<file path="src/rtl/modular_exponentiation_assert.svh">
// assertion macros shared by the modular exponentiation block
`ifndef MODULAR_EXPONENTIATION_ASSERT_SVH
`define MODULAR_EXPONENTIATION_ASSERT_SVH

// same-cycle implication, checked out of reset
`define MEXP_ASSERT_SAME(label, clk, rst, ante, cons) \
   label: assert property (@(posedge clk) disable iff (rst) (ante) |-> (cons)) \
      else $error("modexp check failed");

// next-cycle implication, checked out of reset
`define MEXP_ASSERT_NEXT(label, clk, rst, ante, cons) \
   label: assert property (@(posedge clk) disable iff (rst) (ante) |=> (cons)) \
      else $error("modexp check failed");

`endif

</file>
<file path="src/rtl/mexp_pkg.sv">
// types and constants of the modular exponentiation block
package mexp_pkg;

   // width of modulus, base and result
   localparam int WORD_BITS = 31;
   // default number of exponent bits that take part
   localparam int EXP_BITS_DEFAULT = 63;
   // modulus after reset
   localparam logic [WORD_BITS-1:0] MODULUS_RESET = 31'd1000000007;
   // one multiplier bit per step of the modular multiplier
   localparam int MM_STEPS = WORD_BITS;

   // command codes on req_command
   localparam logic CMD_POWER   = 1'b0;
   localparam logic CMD_INVERSE = 1'b1;

   // launch of one modular product
   typedef struct packed {
      logic                 start;
      logic [WORD_BITS-1:0] addend;
      logic [WORD_BITS-1:0] multiplier;
   } mm_req_type;

   // status and product of the modular multiplier
   typedef struct packed {
      logic                 busy;
      logic                 done;
      logic [WORD_BITS-1:0] product;
   } mm_rsp_type;

endpackage

</file>
<file path="src/rtl/modular_exponentiation.sv">
// modular exponentiation top level: register, sequencer and checks
//
// Usage
//   An item (req_command, req_base, req_exponent) is taken at a rising edge with
//   start high and busy low. Command 0 raises the base to the exponent, command 1
//   uses the modulus minus two as exponent (inverse for a prime modulus).
//   Only the low EXP_BITS exponent bits take part.
//   The result shows on rsp_result for one cycle with rsp_strobe high; the
//   receiver cannot hold it off, and busy is low again in that cycle. The
//   modulus must be written through csr_wr_en / csr_wr_data only while idle;
//   the block itself does not enforce this.
// Sequence
//   All products go through one bit-serial modular multiplier. The base is
//   reduced first; each exponent bit down to and including the leading one
//   is only scanned, each bit below it takes a square and, when set, a
//   multiply, and a final check ends the run. A modulus below two gives 0
//   on the cycle after the transfer.
// Reset
//   Synchronous reset returns the sequencer to idle and sets the modulus to
//   1000000007; no result is pending afterwards.
`include "modular_exponentiation_assert.svh"

module modular_exponentiation #(
   parameter int EXP_BITS = mexp_pkg::EXP_BITS_DEFAULT
) (
   input  logic                           clock,
   input  logic                           reset,
   input  logic                           start,
   output logic                           busy,
   input  logic                           req_command,
   input  logic [mexp_pkg::WORD_BITS-1:0] req_base,
   input  logic [62:0]                    req_exponent,
   input  logic                           csr_wr_en,
   input  logic [mexp_pkg::WORD_BITS-1:0] csr_wr_data,
   output logic                           rsp_strobe,
   output logic [mexp_pkg::WORD_BITS-1:0] rsp_result
);

   localparam int W  = mexp_pkg::WORD_BITS;
   localparam int BW = $clog2(EXP_BITS + 1);

   localparam logic [2:0] ST_IDLE   = 3'd0;
   localparam logic [2:0] ST_REDUCE = 3'd1;
   localparam logic [2:0] ST_SCAN   = 3'd2;
   localparam logic [2:0] ST_SQUARE = 3'd3;
   localparam logic [2:0] ST_MULT   = 3'd4;

   logic [2:0]          state_ff, state_in;
   logic [W-1:0]        mod_ff, mod_in;
   logic [EXP_BITS-1:0] exp_ff, exp_in;
   logic [BW-1:0]       bcnt_ff, bcnt_in;
   logic [W-1:0]        bb_ff, bb_in;
   logic [W-1:0]        acc_ff, acc_in;
   logic                started_ff, started_in;
   logic                pend_ff, pend_in;
   logic                strobe_ff, strobe_in;
   logic [W-1:0]        result_ff, result_in;

   logic [63:0]         exp_full;
   logic                accept;

   mexp_pkg::mm_req_type mm_req;
   mexp_pkg::mm_rsp_type mm_rsp;

   mexp_mulmod u_mulmod (
      .clock   (clock),
      .reset   (reset),
      .modulus (mod_ff),
      .mm_req  (mm_req),
      .mm_rsp  (mm_rsp)
   );

   assign accept = start && (state_ff == ST_IDLE);

   // exponent of the item, inverse takes modulus minus two
   always_comb begin
      if (req_command == mexp_pkg::CMD_INVERSE) begin
         exp_full = {33'd0, mod_ff - W'(2)};
      end else begin
         exp_full = {1'b0, req_exponent};
      end
   end

   // modulus register
   always_comb begin
      mod_in = mod_ff;
      if (csr_wr_en) begin
         mod_in = csr_wr_data;
      end
   end

   // square-and-multiply sequencer
   always_comb begin
      state_in          = state_ff;
      exp_in            = exp_ff;
      bcnt_in           = bcnt_ff;
      bb_in             = bb_ff;
      acc_in            = acc_ff;
      started_in        = started_ff;
      pend_in           = pend_ff;
      strobe_in         = 1'b0;
      result_in         = result_ff;
      mm_req.start      = 1'b0;
      mm_req.addend     = acc_ff;
      mm_req.multiplier = acc_ff;
      case (state_ff)
         ST_IDLE: begin
            if (accept) begin
               if (mod_ff < W'(2)) begin
                  strobe_in = 1'b1;
                  result_in = '0;
               end else begin
                  exp_in            = exp_full[EXP_BITS-1:0];
                  bcnt_in           = '0;
                  started_in        = 1'b0;
                  mm_req.start      = 1'b1;
                  mm_req.addend     = W'(1);
                  mm_req.multiplier = req_base;
                  state_in          = ST_REDUCE;
               end
            end
         end
         ST_REDUCE: begin
            if (mm_rsp.done) begin
               bb_in    = mm_rsp.product;
               state_in = ST_SCAN;
            end
         end
         ST_SCAN: begin
            if (bcnt_ff == BW'(EXP_BITS)) begin
               strobe_in = 1'b1;
               result_in = started_ff ? acc_ff : W'(1);
               state_in  = ST_IDLE;
            end else begin
               exp_in  = exp_ff << 1;
               bcnt_in = bcnt_ff + 1'b1;
               if (!started_ff) begin
                  // leading zeros leave the running value at one
                  if (exp_ff[EXP_BITS-1]) begin
                     acc_in     = bb_ff;
                     started_in = 1'b1;
                  end
               end else begin
                  pend_in      = exp_ff[EXP_BITS-1];
                  mm_req.start = 1'b1;
                  state_in     = ST_SQUARE;
               end
            end
         end
         ST_SQUARE: begin
            if (mm_rsp.done) begin
               acc_in = mm_rsp.product;
               if (pend_ff) begin
                  mm_req.start      = 1'b1;
                  mm_req.addend     = mm_rsp.product;
                  mm_req.multiplier = bb_ff;
                  state_in          = ST_MULT;
               end else begin
                  state_in = ST_SCAN;
               end
            end
         end
         ST_MULT: begin
            if (mm_rsp.done) begin
               acc_in   = mm_rsp.product;
               state_in = ST_SCAN;
            end
         end
         default: begin
            state_in = ST_IDLE;
         end
      endcase
   end

   always_ff @(posedge clock) begin
      if (reset) begin
         state_ff  <= ST_IDLE;
         mod_ff    <= mexp_pkg::MODULUS_RESET;
         strobe_ff <= 1'b0;
      end else begin
         state_ff  <= state_in;
         mod_ff    <= mod_in;
         strobe_ff <= strobe_in;
      end
      exp_ff     <= exp_in;
      bcnt_ff    <= bcnt_in;
      bb_ff      <= bb_in;
      acc_ff     <= acc_in;
      started_ff <= started_in;
      pend_ff    <= pend_in;
      result_ff  <= result_in;
   end

   assign busy       = (state_ff != ST_IDLE);
   assign rsp_strobe = strobe_ff;
   assign rsp_result = result_ff;

   // checks
   `MEXP_ASSERT_NEXT(a_accept_progress, clock, reset, start && !busy, busy || rsp_strobe)
   `MEXP_ASSERT_SAME(a_launch_when_free, clock, reset, mm_req.start, !mm_rsp.busy)
   `MEXP_ASSERT_NEXT(a_done_single, clock, reset, mm_rsp.done, !mm_rsp.done)

endmodule

</file>
<file path="src/rtl/mexp_mulmod.sv">
// bit-serial interleaved modular multiplier, one multiplier bit per cycle
module mexp_mulmod (
   input  logic                                clock,
   input  logic                                reset,
   input  logic [mexp_pkg::WORD_BITS-1:0]      modulus,
   input  mexp_pkg::mm_req_type                mm_req,
   output mexp_pkg::mm_rsp_type                mm_rsp
);

   localparam int W   = mexp_pkg::WORD_BITS;
   localparam int CW  = $clog2(mexp_pkg::MM_STEPS);

   logic          busy_ff, busy_in;
   logic          done_ff, done_in;
   logic [CW-1:0] cnt_ff, cnt_in;
   logic [W-1:0]  x_ff, x_in;
   logic [W-1:0]  y_ff, y_in;
   logic [W-1:0]  r_ff, r_in;

   logic [W+2:0]  sum;
   logic [W+2:0]  diff1;
   logic [W+2:0]  diff2;

   // double and add, then take off the modulus once or twice
   always_comb begin
      sum   = {2'b00, r_ff, 1'b0} + (y_ff[W-1] ? {3'b000, x_ff} : '0);
      diff1 = sum - {3'b000, modulus};
      diff2 = sum - {2'b00, modulus, 1'b0};
   end

   // step sequencing
   always_comb begin
      busy_in = busy_ff;
      done_in = 1'b0;
      cnt_in  = cnt_ff;
      x_in    = x_ff;
      y_in    = y_ff;
      r_in    = r_ff;
      if (busy_ff) begin
         y_in   = y_ff << 1;
         cnt_in = cnt_ff + 1'b1;
         if (!diff2[W+2]) begin
            r_in = diff2[W-1:0];
         end else if (!diff1[W+2]) begin
            r_in = diff1[W-1:0];
         end else begin
            r_in = sum[W-1:0];
         end
         if (cnt_ff == CW'(mexp_pkg::MM_STEPS - 1)) begin
            busy_in = 1'b0;
            done_in = 1'b1;
         end
      end else if (mm_req.start) begin
         busy_in = 1'b1;
         cnt_in  = '0;
         x_in    = mm_req.addend;
         y_in    = mm_req.multiplier;
         r_in    = '0;
      end
   end

   always_ff @(posedge clock) begin
      if (reset) begin
         busy_ff <= 1'b0;
         done_ff <= 1'b0;
         cnt_ff  <= '0;
      end else begin
         busy_ff <= busy_in;
         done_ff <= done_in;
         cnt_ff  <= cnt_in;
      end
      x_ff <= x_in;
      y_ff <= y_in;
      r_ff <= r_in;
   end

   assign mm_rsp.busy    = busy_ff;
   assign mm_rsp.done    = done_ff;
   assign mm_rsp.product = r_ff;

endmodule
</file>
<file path="config.mk">
export PLATFORM = sky130hd
export DESIGN_NAME = modular_exponentiation
export DESIGN_NICKNAME = d
export VERILOG_FILES = /design/src/rtl/mexp_pkg.sv /design/src/rtl/modular_exponentiation.sv /design/src/rtl/mexp_mulmod.sv
export VERILOG_INCLUDE_DIRS = /design/src /design/src/rtl
export SDC_FILE = /design/constraint.sdc
export NUM_CORES = 1
export LEC_CHECK = 0
export BUFFER_PORTS_ARGS = -buffer_cell sky130_fd_sc_hd__buf_2
export CAP_MARGIN = 20
export CELL_PAD_IN_SITES_DETAIL_PLACEMENT = 0
export CELL_PAD_IN_SITES_GLOBAL_PLACEMENT = 1
export CORE_ASPECT_RATIO = 0.7
export CORE_MARGIN = 2
export CORE_UTILIZATION = 30
export CTS_BUF_LIST = sky130_fd_sc_hd__clkbuf_16
export CTS_CLUSTER_SIZE = 8
export DETAILED_ROUTE_END_ITERATION = 10
export PLACE_DENSITY_LB_ADDON = 0.1
export SETUP_SLACK_MARGIN = 0.15
export SLEW_MARGIN = 25
export SYNTH_ARGS = -nofsm -noshare
export SYNTH_HDL_FRONTEND = slang
export SYNTH_SLANG_ARGS = --single-unit
</file>
<file path="constraint.sdc">
create_clock -name clock -period 6.7 [get_ports clock]
set_clock_uncertainty 0.05 [all_clocks]
set_input_delay 1.34 -clock clock [delete_from_list [all_inputs] [get_ports clock]]
set_output_delay 1.34 -clock clock [all_outputs]
set_load 0.02 [all_outputs]
</file>
==> flow_metrics.tcl <==
set metrics [dict create \
    drive_gt1_frac 0.161 \
    max-vdd-ir-drop_uv 252 \
    post_drt_wl_per_cell_um 19.2 \
    dieArea_um2 63900 \
    core_area_um2 61300 \
    numCtsBuffers 44 \
    drt_wl_total_mm 55.2 \
    max_freq_mhz 165 \
    grt_remaining_overflow 0 \
    netlist_area_um2 18600 \
    end_kind "flop" \
    post_synth.cell_area_avg_um2 9.91 \
    hp-class "flop to flop" \
    rsz0062_at_grt "true" \
    synthArstFlopShare 0 \
    cts_tree "built" \
    die_h_um 212 \
    antenna_left 0 \
    cts.sinks 299 \
    maxSlewHeadroom 0.348 \
    ys_warn_count 0 \
    synth_cells 1873 \
    synth.net_count 2102 \
    power.static_leakage_uw 0.00888 \
    cts_hold_buf 0 \
    grt_pass1_vias 14599 \
    final_nets 2256 \
    yosysSeqAreaShare 0.461 \
    arrival_ns 6.33 \
    n_antenna_cell 0 \
    layout_commonest_cell "edfxtp_1" \
    io_buffers 162 \
    finalSetupViolCount 0 \
    start_util 0.303 \
    area_growth_pct 16.9 \
    rows 76 \
    critPathLaunchType "flop" \
    drc 0 \
    finalCritPeriodShare 0.905 \
    synth_edf_count 256 \
    final_util 0.354 \
    cp.required_ns 6.97 \
    finalMaxSlewViolations 0 \
    ios 163 \
    first_iter_violations 985 \
    power.density_nw_per_um2 486 \
    synth_seq_cells 299 \
    most-common-layout-cells "256 x edfxtp_1, 251 x nand2_1, 161 x buf_2" \
    worst_slew_pin_slew_ns 0.977 \
    final_hold_viol_count 0 \
    critPathMaxFanout 12 \
    outcome "complete, no violations" \
    htreeDepth 2 \
    grt_max_degree 92 \
    worstSetupPathType "flop to flop" \
    cts-root-buf "clkbuf_16" \
    critPathMaxStageDelay_ns 0.52 \
    drt-vias-per-instance 5.12 \
    hpwl_mm 40.3 \
    synth_cell_type_count 82 \
    slowest_stage "edfxtp_1" \
    place_congestion 0.883 \
    maxCapViolCount 0 \
    antenna_found_initial 2 \
    finalSetupTns_ns 0 \
    gr-usage-all-layers 0.171 \
    grt_pass1_wl_mm 85.9 \
    cts_buffer_depth 3 \
    period_needed_ns 6.06 \
    ys.flop_type "edfxtp_1" \
    die_w_um 301 \
    first_pass_iters 5 \
    clk_pin_slew_ns 0.05 \
    vias 14715 \
    clk_latency_ns 0.57 \
]
==> logic make-up (layout without fill, tap and decap cells) <==
kind of cell | count (synthesis) | in the layout | synth area share
flops | 299 | 299 | 0.461
simple gates | 608 | 608 | 0.159
compound gates | 555 | 555 | 0.200
buf+inv | 160 | 340 | 0.0342
fa+ha+maj | 99 | 99 | 0.0679
xor+xnor | 95 | 95 | 0.0452
mux | 57 | 57 | 0.0330
==> area by class of cell <==
class / instances / area [µm²]
Clock buffer: 45 / 1130
Multi-Input combinational cell: 1414 / 9460
Timing Repair Buffer: 207 / 1190
Clock inverter: 27 / 124
Tap cell: 819 / 1020
Sequential cell: 299 / 8550
Inverter: 61 / 229
Fill cell: 6334 / 39600
==> flip-flops by register name (all words and copies together) (netlist names), 5 cells and up <==
name and count:
rsp_result 31, u_mulmod.r_ff 31, bcnt_ff 6, u_mulmod.y_ff 31, acc_ff 31, bb_ff 31, exp_ff 63, u_mulmod.cnt_ff 5
mod_ff 31, u_mulmod.x_ff 31
==> per-layer routing <==
metal	up-vias	share of wire	GRT usage
li1	7287	-	-
met1	7148	0.49	0.239
met2	215	0.46	0.276
met3	65	0.039	0.0294
met4	0	0.017	0.0395
met5	-	0	0
==> metrics by stage <==
step	total power [µW]	hold slack (ns)	area [µm²]	std cells	worst slack [ns]
2_1_floorplan	6790	0.401	18600	1873	1.14
3_3_place_gp	8520	0.410	20400	2798	0.486
3_5_place_dp	8490	0.422	20400	2798	0.435
4_1_cts	10600	0.428	21700	2870	0.387
5_1_grt	11400	0.456	21700	2872	0.112
6_report	10500	0.429	21700	2872	0.639
==> worst paths after layout <==
check	startpoint	end	slack, ns	cells after the start
worst max-delay path	u_mulmod.y_ff[30]	u_mulmod.r_ff[28]	0.64	25
worst min-delay path	u_mulmod.cnt_ff[4]	u_mulmod.busy_ff	0.43	1
worst max register to register	u_mulmod.y_ff[30]	u_mulmod.r_ff[28]	0.64	25
worst min register to register	u_mulmod.cnt_ff[4]	u_mulmod.busy_ff	0.43	1
==> timing repair <==
item | CTS | global route
resized for setup | 0 | 2
setup buffers | 0 | 2
endpoints found under the setup margin | 0 | 30
endpoints found under the hold margin | 0 | 0
==> Yosys cell counts (12+ instances only) <==
cell | n | share of area
nand4_1 | 12 | 0.0040
clkbuf_1 | 75 | 0.015
xnor2_1 | 77 | 0.036
a211oi_1 | 20 | 0.0081
o21a_1 | 20 | 0.0081
inv_1 | 58 | 0.012
a21o_1 | 45 | 0.018
mux2_2 | 33 | 0.020
edfxtp_1 | 256 | 0.41
a31oi_1 | 24 | 0.0081
nand3_1 | 37 | 0.010
nand2b_1 | 15 | 0.0051
and2_1 | 37 | 0.012
nor3_1 | 18 | 0.0049
ha_1 | 96 | 0.065
o211ai_1 | 22 | 0.0089
o21bai_1 | 12 | 0.0049
mux2i_1 | 24 | 0.013
nor2_1 | 103 | 0.021
or3_1 | 15 | 0.0051
dfxtp_1 | 43 | 0.046
a21oi_1 | 110 | 0.030
and3_1 | 44 | 0.015
xor2_1 | 17 | 0.0080
a22o_1 | 60 | 0.028
nand2_1 | 251 | 0.051
o21ai_0 | 160 | 0.043
nand3b_1 | 35 | 0.014
==> power by group <==
group	total [µW]	switching [µW]	internal, µW
registers	2690	227	2460
logic	5800	3480	2320
clock network	2050	850	1200
==> worst max-delay path: cells and delay by family (launching register included) <==
family	cells	cell delay (ns)
adder cells (fa/ha/maj)	3	0.87
flip-flops	1	0.52
AND/OR/NAND/NOR	6	1.15
buffers and inverters	3	0.44
multiplexers	1	0.21
AO/OA/AOI/OAI	12	2.54
(Power assumes the default switching activity.)
